===== config.mk =====
export PLATFORM = sky130hd
export DESIGN_NAME = bounded_deque_with_remove_flat
export DESIGN_NICKNAME = d
export VERILOG_FILES = /design/src/rtl/bdq_pkg.sv /design/src/rtl/bdq_if.sv /design/src/rtl/bounded_deque_with_remove.sv /design/src/flat_wrapper.sv
export SDC_FILE = /design/constraint.sdc
export NUM_CORES = 1
export LEC_CHECK = 0
export CELL_PAD_IN_SITES_DETAIL_PLACEMENT = 0
export CELL_PAD_IN_SITES_GLOBAL_PLACEMENT = 1
export CORE_MARGIN = 1.5
export CORE_UTILIZATION = 45
export DETAILED_ROUTE_END_ITERATION = 8
export DONT_BUFFER_PORTS = 1
export GPL_ROUTABILITY_DRIVEN = 1
export PLACE_DENSITY = 0.72
export SETUP_SLACK_MARGIN = 0.2
export SLEW_MARGIN = 20
export SYNTH_ARGS = -nofsm -noshare
export SYNTH_HDL_FRONTEND = slang
export SYNTH_SLANG_ARGS = --single-unit
export TNS_END_PERCENT = 20

===== constraint.sdc =====
create_clock -name clk -period 4 [get_ports clk]
set_input_delay 0.6 -clock clk [delete_from_list [all_inputs] [get_ports clk]]
set_output_delay 0.6 -clock clk [all_outputs]
set_load 0.02 [all_outputs]

===== src/rtl/bdq_pkg.sv =====
`timescale 1ns / 1ps

package bdq_pkg;

  // Capacity of the list and the widths that follow from it
  localparam int DEPTH = 16;
  localparam int AW    = $clog2(DEPTH);
  localparam int CW    = $clog2(DEPTH + 1);
  localparam int DW    = 32;

  typedef enum logic [1:0] {
    OP_PUSH_FRONT = 2'd0,
    OP_POP_FRONT  = 2'd1,
    OP_POP_BACK   = 2'd2,
    OP_REMOVE     = 2'd3
  } opcode_t;

  typedef enum logic [1:0] {
    ST_OK       = 2'd0,
    ST_EMPTY    = 2'd1,
    ST_FULL     = 2'd2,
    ST_NOTFOUND = 2'd3
  } status_t;

  typedef logic [AW-1:0]        addr_t;
  typedef logic [CW-1:0]        count_t;
  typedef logic signed [DW-1:0] word_t;

endpackage


===== src/rtl/bdq_if.sv =====
`timescale 1ns / 1ps

// Request channel: opcode and value
interface bdq_in_if;
  logic             valid;
  logic             ready;
  bdq_pkg::opcode_t opcode;
  bdq_pkg::word_t   value;

  modport source (output valid, output opcode, output value, input ready);
  modport sink   (input valid, input opcode, input value, output ready);
endinterface

// Response channel: status, word taken out and new length
interface bdq_out_if;
  logic             valid;
  logic             ready;
  bdq_pkg::status_t status;
  bdq_pkg::word_t   removed_value;
  bdq_pkg::count_t  length;

  modport source (output valid, output status, output removed_value, output length,
                  input ready);
  modport sink   (input valid, input status, input removed_value, input length,
                  output ready);
endinterface


===== src/rtl/bounded_deque_with_remove.sv =====
`timescale 1ns / 1ps

// Bounded double-ended list of signed 32-bit words with remove by value.
// in_req carries one request word (opcode, value) on a valid/ready handshake;
// out_rsp returns exactly one response word (status, removed_value, length)
// per request, in request order.
// The entries live in a single-port-write, registered-read memory of DEPTH
// words used as a circular buffer; front position and count are registers.
// Steps from acceptance to the response register:
//   push, pop on an empty list, remove on an empty list: straight to S_DONE
//   pop front / pop back: S_POP (one memory read), then S_DONE
//   remove: S_SCAN over m entries, then S_SHIFT over s, where m is the number
//   of entries scanned up to and including the match (or the whole length) and
//   s the entries moved to close the gap; m + s never exceeds the length.
//   The scan and the shift each move one entry per cycle through the read port.
// One request is worked on at a time; the next is accepted from the cycle after
// the previous one reaches the response register, even while that response
// still waits. If out_rsp.ready is low, the response holds and the block
// stops before offering the next one. Synchronous active-low reset empties
// the list; memory contents are not cleared and need no clearing pass.
module bounded_deque_with_remove (
  input  logic clk,
  input  logic rst_n,
  bdq_in_if.sink    in_req,
  bdq_out_if.source out_rsp
);
  import bdq_pkg::*;

  typedef enum logic [2:0] {
    S_IDLE,
    S_POP,
    S_SCAN,
    S_SHIFT,
    S_DONE
  } state_t;

  localparam count_t DEPTH_C = CW'(DEPTH);

  // Store position of the entry k places behind the front
  function automatic addr_t slot_of(addr_t front, count_t k);
    logic [CW:0] p;
    begin
      p = {{(CW + 1 - AW){1'b0}}, front} + {1'b0, k};
      if (p >= (CW + 1)'(DEPTH)) begin
        p = p - (CW + 1)'(DEPTH);
      end
      return p[AW-1:0];
    end
  endfunction

  // Control and working registers
  state_t  state_r, state_nxt;
  addr_t   front_r, front_nxt;
  count_t  count_r, count_nxt;
  count_t  idx_r, idx_nxt;
  opcode_t op_r, op_nxt;
  word_t   val_r, val_nxt;
  status_t res_status_r, res_status_nxt;
  word_t   res_removed_r, res_removed_nxt;

  // Response register
  logic    out_valid_r, out_valid_nxt;
  status_t out_status_r, out_status_nxt;
  word_t   out_removed_r, out_removed_nxt;
  count_t  out_length_r, out_length_nxt;

  // Entry memory
  word_t   mem [DEPTH];
  word_t   rdata_r;
  logic    rd_en;
  addr_t   rd_addr;
  logic    wr_en;
  addr_t   wr_addr;
  word_t   wr_data;

  logic    accept;
  logic    out_load;
  addr_t   front_dec;

  assign accept    = in_req.valid && in_req.ready;
  assign out_load  = (state_r == S_DONE) && (!out_valid_r || out_rsp.ready);
  assign front_dec = (front_r == '0) ? AW'(DEPTH - 1) : front_r - 1'b1;

  assign in_req.ready          = (state_r == S_IDLE);
  assign out_rsp.valid         = out_valid_r;
  assign out_rsp.status        = out_status_r;
  assign out_rsp.removed_value = out_removed_r;
  assign out_rsp.length        = out_length_r;

  // Sequence one request through the memory
  always_comb begin
    state_nxt       = state_r;
    front_nxt       = front_r;
    count_nxt       = count_r;
    idx_nxt         = idx_r;
    op_nxt          = op_r;
    val_nxt         = val_r;
    res_status_nxt  = res_status_r;
    res_removed_nxt = res_removed_r;
    rd_en           = 1'b0;
    rd_addr         = front_r;
    wr_en           = 1'b0;
    wr_addr         = front_dec;
    wr_data         = in_req.value;

    unique case (state_r)
      S_IDLE: begin
        if (accept) begin
          op_nxt          = in_req.opcode;
          val_nxt         = in_req.value;
          res_status_nxt  = ST_OK;
          res_removed_nxt = '0;
          idx_nxt         = '0;
          state_nxt       = S_DONE;
          unique case (in_req.opcode)
            OP_PUSH_FRONT: begin
              if (count_r >= DEPTH_C) begin
                res_status_nxt = ST_FULL;
              end else begin
                wr_en     = 1'b1;
                front_nxt = front_dec;
                count_nxt = count_r + 1'b1;
              end
            end
            OP_POP_FRONT: begin
              if (count_r == '0) begin
                res_status_nxt = ST_EMPTY;
              end else begin
                rd_en     = 1'b1;
                state_nxt = S_POP;
              end
            end
            OP_POP_BACK: begin
              if (count_r == '0) begin
                res_status_nxt = ST_EMPTY;
              end else begin
                rd_en     = 1'b1;
                rd_addr   = slot_of(front_r, count_r - 1'b1);
                state_nxt = S_POP;
              end
            end
            default: begin
              if (count_r == '0) begin
                res_status_nxt = ST_NOTFOUND;
              end else begin
                rd_en     = 1'b1;
                state_nxt = S_SCAN;
              end
            end
          endcase
        end
      end

      S_POP: begin
        res_removed_nxt = rdata_r;
        count_nxt       = count_r - 1'b1;
        if (op_r == OP_POP_FRONT) begin
          front_nxt = slot_of(front_r, CW'(1));
        end
        state_nxt = S_DONE;
      end

      // rdata_r holds the entry at idx_r; fetch the one behind it meanwhile
      S_SCAN: begin
        rd_addr = slot_of(front_r, idx_r + 1'b1);
        if (rdata_r == val_r) begin
          res_removed_nxt = rdata_r;
          if ({1'b0, idx_r} + 1'b1 < {1'b0, count_r}) begin
            rd_en     = 1'b1;
            state_nxt = S_SHIFT;
          end else begin
            count_nxt = count_r - 1'b1;
            state_nxt = S_DONE;
          end
        end else if ({1'b0, idx_r} + 1'b1 < {1'b0, count_r}) begin
          rd_en   = 1'b1;
          idx_nxt = idx_r + 1'b1;
        end else begin
          res_status_nxt = ST_NOTFOUND;
          state_nxt      = S_DONE;
        end
      end

      // rdata_r holds the entry at idx_r + 1; move it down one place
      S_SHIFT: begin
        wr_en   = 1'b1;
        wr_addr = slot_of(front_r, idx_r);
        wr_data = rdata_r;
        rd_addr = slot_of(front_r, idx_r + 2'd2);
        if ({1'b0, idx_r} + 2'd2 < {1'b0, count_r}) begin
          rd_en   = 1'b1;
          idx_nxt = idx_r + 1'b1;
        end else begin
          count_nxt = count_r - 1'b1;
          state_nxt = S_DONE;
        end
      end

      S_DONE: begin
        if (out_load) begin
          state_nxt = S_IDLE;
        end
      end

      default: begin
        state_nxt = S_IDLE;
      end
    endcase
  end

  // Load the response register and drop it once taken
  always_comb begin
    out_valid_nxt   = out_valid_r && !out_rsp.ready;
    out_status_nxt  = out_status_r;
    out_removed_nxt = out_removed_r;
    out_length_nxt  = out_length_r;
    if (out_load) begin
      out_valid_nxt   = 1'b1;
      out_status_nxt  = res_status_r;
      out_removed_nxt = res_removed_r;
      out_length_nxt  = count_r;
    end
  end

  // Hold state and registered outputs
  always_ff @(posedge clk) begin
    if (!rst_n) begin
      state_r     <= S_IDLE;
      front_r     <= '0;
      count_r     <= '0;
      out_valid_r <= 1'b0;
    end else begin
      state_r     <= state_nxt;
      front_r     <= front_nxt;
      count_r     <= count_nxt;
      out_valid_r <= out_valid_nxt;
    end
    idx_r         <= idx_nxt;
    op_r          <= op_nxt;
    val_r         <= val_nxt;
    res_status_r  <= res_status_nxt;
    res_removed_r <= res_removed_nxt;
    out_status_r  <= out_status_nxt;
    out_removed_r <= out_removed_nxt;
    out_length_r  <= out_length_nxt;
  end

  // Entry memory: one write port, one registered read port
  always_ff @(posedge clk) begin
    if (wr_en) begin
      mem[wr_addr] <= wr_data;
    end
    if (rd_en) begin
      rdata_r <= mem[rd_addr];
    end
  end

endmodule


===== src/flat_wrapper.sv =====
// flat-port wrapper written by rule: the top's interface ports become plain ports
module bounded_deque_with_remove_flat import bdq_pkg::*;
  (clk, rst_n, in_req_valid, in_req_opcode, in_req_value, in_req_ready, out_rsp_valid, out_rsp_status, out_rsp_removed_value, out_rsp_length, out_rsp_ready);
  bdq_in_if in_req_i ();
  bdq_out_if out_rsp_i ();
  input  logic clk;
  input  logic rst_n;
  input wire logic [$bits(in_req_i.valid)-1:0] in_req_valid;
  input wire logic [$bits(in_req_i.opcode)-1:0] in_req_opcode;
  input wire logic [$bits(in_req_i.value)-1:0] in_req_value;
  output wire logic [$bits(in_req_i.ready)-1:0] in_req_ready;
  output wire logic [$bits(out_rsp_i.valid)-1:0] out_rsp_valid;
  output wire logic [$bits(out_rsp_i.status)-1:0] out_rsp_status;
  output wire logic [$bits(out_rsp_i.removed_value)-1:0] out_rsp_removed_value;
  output wire logic [$bits(out_rsp_i.length)-1:0] out_rsp_length;
  input wire logic [$bits(out_rsp_i.ready)-1:0] out_rsp_ready;
  assign in_req_i.valid = in_req_valid;
  assign in_req_i.opcode = in_req_opcode;
  assign in_req_i.value = in_req_value;
  assign in_req_ready = in_req_i.ready;
  assign out_rsp_valid = out_rsp_i.valid;
  assign out_rsp_status = out_rsp_i.status;
  assign out_rsp_removed_value = out_rsp_i.removed_value;
  assign out_rsp_length = out_rsp_i.length;
  assign out_rsp_i.ready = out_rsp_ready;
  bounded_deque_with_remove u_core (.clk(clk), .rst_n(rst_n), .in_req(in_req_i), .out_rsp(out_rsp_i));
endmodule

### Yosys cells after proc, flatten, opt, wreduce, memory -nomap -nowiden

Memories as Yosys holds them, arrays and structs flattened. A register that Yosys moved wholly into a read port is not among the register bits.
Index checks and enable logic that the tools add are counted.

* $add $sub $neg: 17
* order comparisons: 8
* equality and inequality tests: 20
* multiplexer cells: 63
* reductions and logical operators: 23

Operator list (number)
* 32-bit 2-to-1 mux: 3
* 32-bit case mux with 3 select lines: 1
* 4-bit 2-to-1 mux: 14
* 5-bit 2-to-1 mux: 10
* 32-bit equality test: 1
* 4-bit by 5-bit adder with 6-bit output: 4
* 6-bit by 5-bit >= comparator with 1-bit output (second input constant): 4
* 3-bit 2-to-1 mux: 8
* 4-bit by 1-bit subtractor with 4-bit output (second input constant): 6
* 5-bit case mux with 4 select lines: 1
* 3-bit case mux with 5 select lines: 1
* 5-bit case mux with 3 select lines: 1
* 6-bit by 5-bit less-than comparator with 1-bit output: 2
* 1-bit 2-to-1 mux: 12
* 2-bit inequality test (second input constant): 6
* 4-bit case mux with 3 select lines: 1
* 5-bit by 1-bit adder with 5-bit output (second input constant): 2
* 5-bit >= comparator (second input constant): 2
* 2-bit 2-to-1 mux: 5
* 2-bit by 1-bit inequality test with 1-bit output (second input constant): 5
* 5-bit AND reduction: 2
* 2-bit case mux with 2 select lines: 2
* 4-bit case mux with 2 select lines: 1
* 4-bit AND reduction: 2
* 28 further kinds: 35

* bits in registers: 125
* memory bits (writable): 512
* input port bits: 38
* output and inout port bits: 41
* memories: 1

Memories
* u_core.mem: depth 16, bits a word 32, rd ports 1, clocked after Yosys merged registers in 1, write ports 1, line bounded_deque_with_remove.sv:68 `word_t mem [DEPTH];`

### Logic depth before layout (Yosys ltp)

Gate-level depths: netlist of run 1.

* depth in word-level cells: 8
* gate-level depth with buffers: 18

### Worst setup path after synthesis of run 1

No wires, ideal clock.

* kind: flip-flop to flip-flop
* start point: register u_core.state_r[1]
* end point: register u_core.rdata_r[26], read port of u_core.mem, data pin
* arrival: 3.910 ns
* required time: 3.849 ns
* path slack: -0.061 ns
* cell stages (with the launch flop): 16
* path buffers: 5
* cells stage by stage: dfxtp_1 clkbuf_1 nor2b_1 nand2_1 clkbuf_1 buf_1 xnor2_1 ha_1 inv_1 fa_1 o21ai_0 a221o_1 clkbuf_1 buf_1 mux4_2 mux2i_1

* word-level cells in the longest chain between the ends: 4
* elaborated cells on any way between the ends: 8
* those cells by class: 2 x eq/ne; 4 x mux; 2 x reduce/logical

Ends and longest elaborated chain
* start: declaration: line bounded_deque_with_remove.sv:52 `state_t state_r, state_nxt;`
* start signal: assignment: line bounded_deque_with_remove.sv:233 `state_r <= state_nxt;`
* 3-bit logical NOT: line bounded_deque_with_remove.sv:84, bounded_deque_with_remove.sv:106
* 1-bit logical AND: line bounded_deque_with_remove.sv:80 `assign accept = in_req.valid && in_req.ready;`
* 4-bit 2-to-1 mux / 1-bit 2-to-1 mux (equally long branches): line bounded_deque_with_remove.sv:108 `if (accept) begin`
* 4-bit case mux with 3 select lines / 1-bit case mux with 3 select lines (equally long branches): line bounded_deque_with_remove.sv:106 `unique case (state_r)`
* end: declaration: line bounded_deque_with_remove.sv:69 `word_t rdata_r;`

Parallel ways exist; a longest one is shown, timed or not.
A chain may end at the register's enable or synchronous reset.

### Final worst setup path of run 1

* start point: register u_core.count_r[0]
* end point: register u_core.rdata_r[10], read port of u_core.mem, data pin

* word-level cells in the longest chain between the ends: 8
* elaborated cells on any way between the ends: 18
* those cells by class: 3 x add/sub; 3 x order compare; 11 x mux; 1 x reduce/logical

Ends and longest elaborated chain
* start: declaration: line bounded_deque_with_remove.sv:54 `count_t count_r, count_nxt;`
* start signal: assignment: line bounded_deque_with_remove.sv:235 `count_r <= count_nxt;`
* 5-bit by 1-bit subtractor with 5-bit output: line bounded_deque_with_remove.sv:138 `rd_addr = slot_of(front_r, count_r - 1'b1);`
* 4-bit by 5-bit adder with 6-bit output: line bounded_deque_with_remove.sv:43 `p = {{(CW + 1 - AW){1'b0}}, front} + {1'b0, k};`
* 6-bit by 5-bit >= comparator with 1-bit output / 4-bit by 1-bit subtractor with 4-bit output (equally long branches): line bounded_deque_with_remove.sv:44, bounded_deque_with_remove.sv:45
* 4-bit 2-to-1 mux: line bounded_deque_with_remove.sv:44 `if (p >= (CW + 1)'(DEPTH)) begin`
* 4-bit 2-to-1 mux: line bounded_deque_with_remove.sv:134 `if (count_r == '0) begin`
* 4-bit 2-to-1 mux: line bounded_deque_with_remove.sv:115 `unique case (in_req.opcode)`
* 4-bit 2-to-1 mux: line bounded_deque_with_remove.sv:108
* 4-bit case mux with 3 select lines: line bounded_deque_with_remove.sv:106

Parallel ways exist; a longest one is shown, timed or not.

==> out/metrics.csv, run 1 <==
metric,value,unit
Worst path slowest cell,or4_1,
first-pass GRT wire length,96800,um
total gr overflow,0,
die area,63800,um2
status,completed,
most frequent CP cell,mux2i_1,
Synth Area in Simple Gates,4.78,%
Final period util,90.3,%
Syn. warnings,0,
DRT Pass-1 Iters,5,
drt drc,0,
CP Max Fanout,46,
H-tree depth,3,
Netlist Area Pre-Place,28000,um2
post-synthesis sequential area ratio,71.2,%
Max Root-Sink Buffers,3,
Yosys top cell by area,edfxtp_1,
"most common cell after layout, fill and taps aside",edfxtp_1,
R2R cell count,10,
CTS tree,done,
end-of-flow core utilization,51.4,%
Least-Margin Pin Slew,0.976,ns
HP Class,in -> reg,
Routed WL,66000,um
# hold bufs at CTS,0,
Post-Syn Area per Cell,15.5,um2
Critical Path RT,4.44,ns
antenna-violating nets left,0,
max-cap violations,0,
setup TNS,0,ns
Placer Congestion,0.849,
Layout Nets,1884,
post-synthesis mux area share,9.80,%
share of the synthesized area in the top cell type,70.3,%
Final HPWL DP,37200,um
PwrDens,711,nW/um2
root buffer cell,clkbuf_16,
hold worst-path end,u_core.val_r[20],
"Top FF cell, synth",edfxtp_1,
die width,253,um
largest net degree at the start of global routing,78,
overall global routing resource usage,20.8,%
Period minus WS final,3.61,ns
CP Cell Sequence,"inv_1, ha_1, nor4b_2, or4_1, and3_2, nand2_8, buf_12, mux2i_1, mux4_2, mux2i_1",
core area,61600,um2
XOR/XNOR share of the synthesized area,1.66,%
most frequent cells in the layout,"edfxtp_1 (656), mux2i_1 (163), nand2_1 (154)",
Finish-stage setup viols,0,
register bit total from synthesis,669,
post-synthesis compound-gate area fraction,8.77,%
fillers,5034,
Worst Path Buf+Inv,2,
vias in the first global route,14900,
hold path startpoint,in_req_value[20],
Sink Count,669,
Layout area overhead,13.1,%
clk_lat worst skew,0.61,ns
layout cells sized above 1,13.6,%
Clock Skew,0.0246,ns
WHS Path Cells,0,
Routed WL per cell,24.3,um
CTS Buf Count,67,
Post-synth EDFFs,656,
Crit Path Class,reg -> reg,
reg-to-reg setup timing slack,0.39,ns
Setup crit start kind,flop,
post-synthesis adder-cell area fraction,1.46,%
Vias,15300,
max_slew headroom,34.7,%
synth unique cells,57,
initial antenna violation count,7,
largest cells by area after synthesis,"edfxtp_1 (70%), mux2i_1 (5.8%), mux4_2 (2.6%), o21ai_0 (2.3%), nand2_1 (2.1%)",
site row count,91,
Worst R2R End,u_core.rdata_r[10],
max-slew violations,0,
worst r2r src,u_core.count_r[0],
die height,253,um
IO Pins,79,
Initial Utilization,45.5,%
largest family of logic cells by synthesized area,multiplexers,
setup bufs post-CTS,0,
Leak,10.2,nW
CTS resizes,0,
RSZ-0062 raised after global routing,false,
Hold Fails Final Rpt,0,
critical path arrival,4.05,ns
ys async rst share,0,%
Syn Inst Count,1805,
max frequency,0.277,GHz
Crit path largest cell delay,0.58,ns
Max VDD drop,0.433,mV
initial DRC count,1534,
vias per cell,5.66,
cell family with most CP delay,simple AND/OR/NAND/NOR gates,
syn nets,1874,
clk slew on worst S/H paths,0.06,ns
I/O Buffers,0,
Crit. End Element,flop,
## worst register-to-register path: cells and delay by family (launching register included)
| kind | cells | cell delay (ns) |
|---|---|---|
| adder cells (fa/ha/maj) | 1 | 0.22 |
| buffers and inverters | 2 | 0.53 |
| flip-flops | 1 | 0.57 |
| multiplexers | 3 | 0.81 |
| AND/OR/NAND/NOR | 4 | 1.33 |
## synth_stat cells (3+ instances only)
cell type  count
a211oi_1       3
a21boi_0      63
a21o_1         8
a21oi_1       84
a31oi_1        5
and2_1         5
and3_1         3
buf_1         14
buf_12         3
buf_2         10
clkbuf_1      77
clkbuf_4       9
dfxtp_1       13
edfxtp_1     656
fa_1           3
ha_1          28
inv_1         24
mux2_2        35
mux2i_1      163
mux4_2        32
nand2_1      155
nand2b_1       4
nand3_1       11
nand4_1       10
nor2_1        42
nor2b_1       37
nor3_1         7
nor4_1         5
o21a_1         3
o21ai_0      128
o21ai_1       15
o221ai_1      32
o31a_1        32
or2_2          3
or3_1          4
xnor2_1       49
xor2_1         4
## layer usage
layer / vias to the layer above / global-route usage (%) / part of all wire [%]
met3: 95 / 3.93 / 6.5
li1: 6966 / - / -
met4: 4 / 6.86 / 2.4
met2: 484 / 35.0 / 50
met5: - / 0 / 0.042
met1: 7783 / 27.1 / 41
## stage by stage
stage	hold WS (ns)	instances	power [mW]	setup slack, ns	cell area [um2]
after floorplan	0.400	1805	14.3	0.276	28000
after global placement	0.402	2583	16.4	0.513	29500
after detailed placement	0.405	2583	16.6	0.443	29500
after CTS	0.0495	2705	22.7	0.419	31700
after global routing	0.0617	2711	23.6	0.237	31700
final	0.0836	2711	22.5	0.387	31700
## flip-flops by register name, indices dropped and copies added (netlist names)
signal                        count
u_core.op_r                       2
u_core.idx_r                      5
u_core.out_rsp.valid              1
u_core.state_r                    3
u_core.rdata_r                   32
u_core.res_removed_r             32
u_core.count_r                    5
u_core.res_status_r               2
u_core.val_r                     32
u_core.front_r                    4
u_core.mem                      512
u_core.out_rsp.removed_value     32
u_core.out_rsp.status             2
u_core.out_rsp.length             5
## final cells by class
type	instances	area, um2	share of cell area (%)
Inverter	25	93.8	0.296
Tap cell	837	1050	3.31
Clock buffer	80	1750	5.51
Timing Repair Buffer	57	816	2.57
Sequential cell	669	20000	63.0
Multi-Input combinational cell	995	7620	24.1
Antenna cell	6	15.0	0.0474
Clock inverter	42	387	1.22
## kinds of logic (layout without fill, tap and decap cells)
| logic type | count (synthesis) | after routing |
|---|---|---|
| simple gates | 292 | 292 |
| flops | 669 | 669 |
| fa+ha+maj | 31 | 31 |
| buf+inv | 141 | 204 |
| other cells | 0 | 6 |
| compound gates | 389 | 389 |
| mux | 230 | 230 |
| xor+xnor | 53 | 53 |
## report_power, final
part           internal [mW]  switching [mW]
Sequential              8.59           0.523
Clock                   3.53            2.59
Combinational           3.04            4.27
## worst max path at each step
stage / from / endpoint / slack [ns] / depth (start not counted)
finish: u_core.count_r[0] / u_core.rdata_r[10] / 0.39 / 10
global route: u_core.count_r[0] / u_core.rdata_r[12] / 0.24 / 10
CTS: u_core.count_r[0] / u_core.rdata_r[10] / 0.42 / 10
detailed placement: u_core.count_r[0] / u_core.rdata_r[10] / 0.44 / 10
global placement: u_core.count_r[0] / u_core.rdata_r[12] / 0.51 / 10
floorplan: u_core.state_r[1] / u_core.rdata_r[20] / 0.28 / 18
Note: power is estimated with default switching activity, not from simulation.
==> run 2: changes to the inputs <==
--- a/config.mk
+++ b/config.mk
@@ -6,4 +6,5 @@
 export NUM_CORES = 1
 export LEC_CHECK = 0
+export CAP_MARGIN = 30
 export CELL_PAD_IN_SITES_DETAIL_PLACEMENT = 0
 export CELL_PAD_IN_SITES_GLOBAL_PLACEMENT = 1
==> constraint.sdc (replaced) <==
create_clock -name clk -period 4 [get_ports clk]
set_input_delay 1.2 -clock clk [delete_from_list [all_inputs] [get_ports clk]]
set_output_delay 1.2 -clock clk [all_outputs]
set_load 0.02 [all_outputs]
==> run 2 against run 1 <==
First-iteration DRC count up 3.8%. Critical path type unchanged. Design area grew 0.51%. Die area stayed put. Critical endpoint is now u_core.rdata_r[27]. Count of clock-buffer cells in the layout up 3. Hold slack improved by 0.33 ns. Total power rose by 1.4%. Combinational power grew 2.9%.
==> out/metrics.csv, run 2 (synthesized netlist as in run 1, its figures left out) <==
metric,value,unit,change
I/O Buffers,0,,unchanged
initial antenna violation count,11,,was 7
reg-to-reg setup timing slack,0.39,ns,about the same
WHS Path Cells,0,,unchanged
Layout Nets,1900,,"was 1,884"
CP Max Fanout,16,,was 46
Initial Utilization,45.5,%,unchanged
Largest register FFs,512,,unchanged
die area,63800,um2,unchanged
R2R cell count,12,,was 10
site row count,91,,unchanged
Layout area overhead,13.6,%,was 13.1%
overall global routing resource usage,21.5,%,was 20.8%
clk slew on worst S/H paths,0.06,ns,about the same
root buffer cell,clkbuf_16,,unchanged
vias in the first global route,14800,,"was 14,900"
HP Class,reg -> reg,,was in -> reg
H-tree depth,3,,unchanged
max_slew headroom,40.8,%,was 34.7%
first-pass GRT wire length,99900,um,"was 96,800 um"
"most common cell after layout, fill and taps aside",edfxtp_1,,unchanged
DRT Pass-1 Iters,5,,unchanged
Setup crit start kind,flop,,unchanged
Leak,10.3,nW,was 10.2 nW
die height,253,um,unchanged
Max Root-Sink Buffers,3,,unchanged
max-slew violations,0,,unchanged
clk_lat worst skew,0.61,ns,about the same
status,completed,,unchanged
Crit Path Class,reg -> reg,,unchanged
PwrDens,718,nW/um2,was 711 nW/um2
core area,61600,um2,unchanged
critical path arrival,3.93,ns,was 4.05 ns
RSZ-0062 raised after global routing,false,,unchanged
Routed WL per cell,24.9,um,was 24.3 um
vias per cell,5.67,,was 5.66
drt drc,0,,unchanged
Final period util,90.2,%,was 90.3%
largest net degree at the start of global routing,96,,was 78
CTS tree,done,,unchanged
antenna-violating nets left,0,,unchanged
Cells after DPL,2595,,"was 2,583"
Final HPWL DP,38800,um,"was 37,200 um"
Finish-stage setup viols,0,,unchanged
Crit. End Element,flop,,unchanged
setup TNS,0,ns,unchanged
CTS Buf Count,67,,unchanged
Least-Margin Pin Slew,0.881,ns,was 0.976 ns
IO Pins,79,,unchanged
Placer Congestion,0.848,,was 0.849
Max VDD drop,0.427,mV,was 0.433 mV
Sink Count,669,,unchanged
Biggest register,u_core.mem,,unchanged
total gr overflow,0,,unchanged
Finished Layout Cells,2731,,"was 2,711"
max-cap violations,0,,unchanged
Period minus WS final,3.61,ns,about the same
most frequent cells in the layout,"edfxtp_1 (656), mux2i_1 (163), nand2_1 (154)",,unchanged
max frequency,0.277,GHz,about the same
Routed WL,67900,um,"was 66,000 um"
Vias,15500,,"was 15,300"
Clock Skew,0.0263,ns,was 0.0246 ns
die width,253,um,unchanged
Hold Fails Final Rpt,0,,unchanged
layout cells sized above 1,14.3,%,was 13.6%
initial DRC count,1592,,"was 1,534"
Critical Path RT,4.33,ns,was 4.44 ns
-- run 2: cell types whose count changed in the layout (fill, tap and decap cells not counted), moves of 2 or more --
cell / previous run / this run
buf_12: 31 / 26
buf_4: 26 / 44
buf_6: 0 / 2
clkbuf_16: 68 / 70
clkinv_2: 13 / 10
diode_2: 6 / 11
-- run 2: worst max-delay path, stage by stage (launching register included) --
cell and delay, ns:
edfxtp_1 0.50, ha_1 0.38, nand2_1 0.07, o21ai_0 0.13, ha_1 0.30, a21o_1 0.18
a21oi_1 0.16, xnor2_1 0.20, xnor2_1 0.17, o21ai_0 0.09, or4_2 0.71, buf_6 0.26
mux2i_1 0.16
-- run 2: metrics by stage --
stage | power [mW] | util, % | cell area [um2] | hold WS [ns] | setup WS [ns]
2_1_floorplan | 14.3 | - | 28000 | 0.400 | 0.224
3_3_place_gp | 16.6 | 48.0 | 29500 | 0.400 | 0.259
3_5_place_dp | 16.7 | 48.0 | 29600 | 0.405 | 0.185
4_1_cts | 23.0 | 51.6 | 31800 | 0.416 | 0.292
5_1_grt | 23.9 | 51.7 | 31800 | 0.422 | 0.217
6_report | 22.9 | 51.7 | 31800 | 0.417 | 0.393
-- run 2: cell type report --
cell class	count	area, um2
Inverter	25	93.8
Fill cell	5001	29800
Antenna cell	11	27.5
Multi-Input combinational cell	995	7620
Clock buffer	83	1810
Timing Repair Buffer	73	901
Tap cell	837	1050
Sequential cell	669	20000
Clock inverter	38	385
-- run 2: path summary, 6_finish.rpt --
check                                              start                                to
worst max-delay path                     u_core.idx_r[1]                u_core.rdata_r[27]
worst min-delay path            u_core.res_removed_r[31]  u_core.out_rsp.removed_value[31]
worst max register to register           u_core.idx_r[1]                u_core.rdata_r[27]
worst min register to register  u_core.res_removed_r[31]  u_core.out_rsp.removed_value[31]
-- run 2: power by group --
group,switching [mW],internal (mW)
clock network,2.57,3.68
logic,4.43,3.08
registers,0.514,8.59
total,7.51,15.3
-- run 2: per-layer routing --
layer  global-route usage, %  vias to the layer above  wire length [um]
met1                    29.5                     7805             28900
met3                    4.19                       95              4830
li1                        -                     7020                 -
met2                    34.8                      568             32800
met5                       0                        -                41
met4                    6.74                        6              1350
-- run 2: timing repair --
action	in CTS	in global routing
buffers inserted	0	3
hold buffers	0	0
gates resized for setup	0	3
setup endpoints to repair	0	32
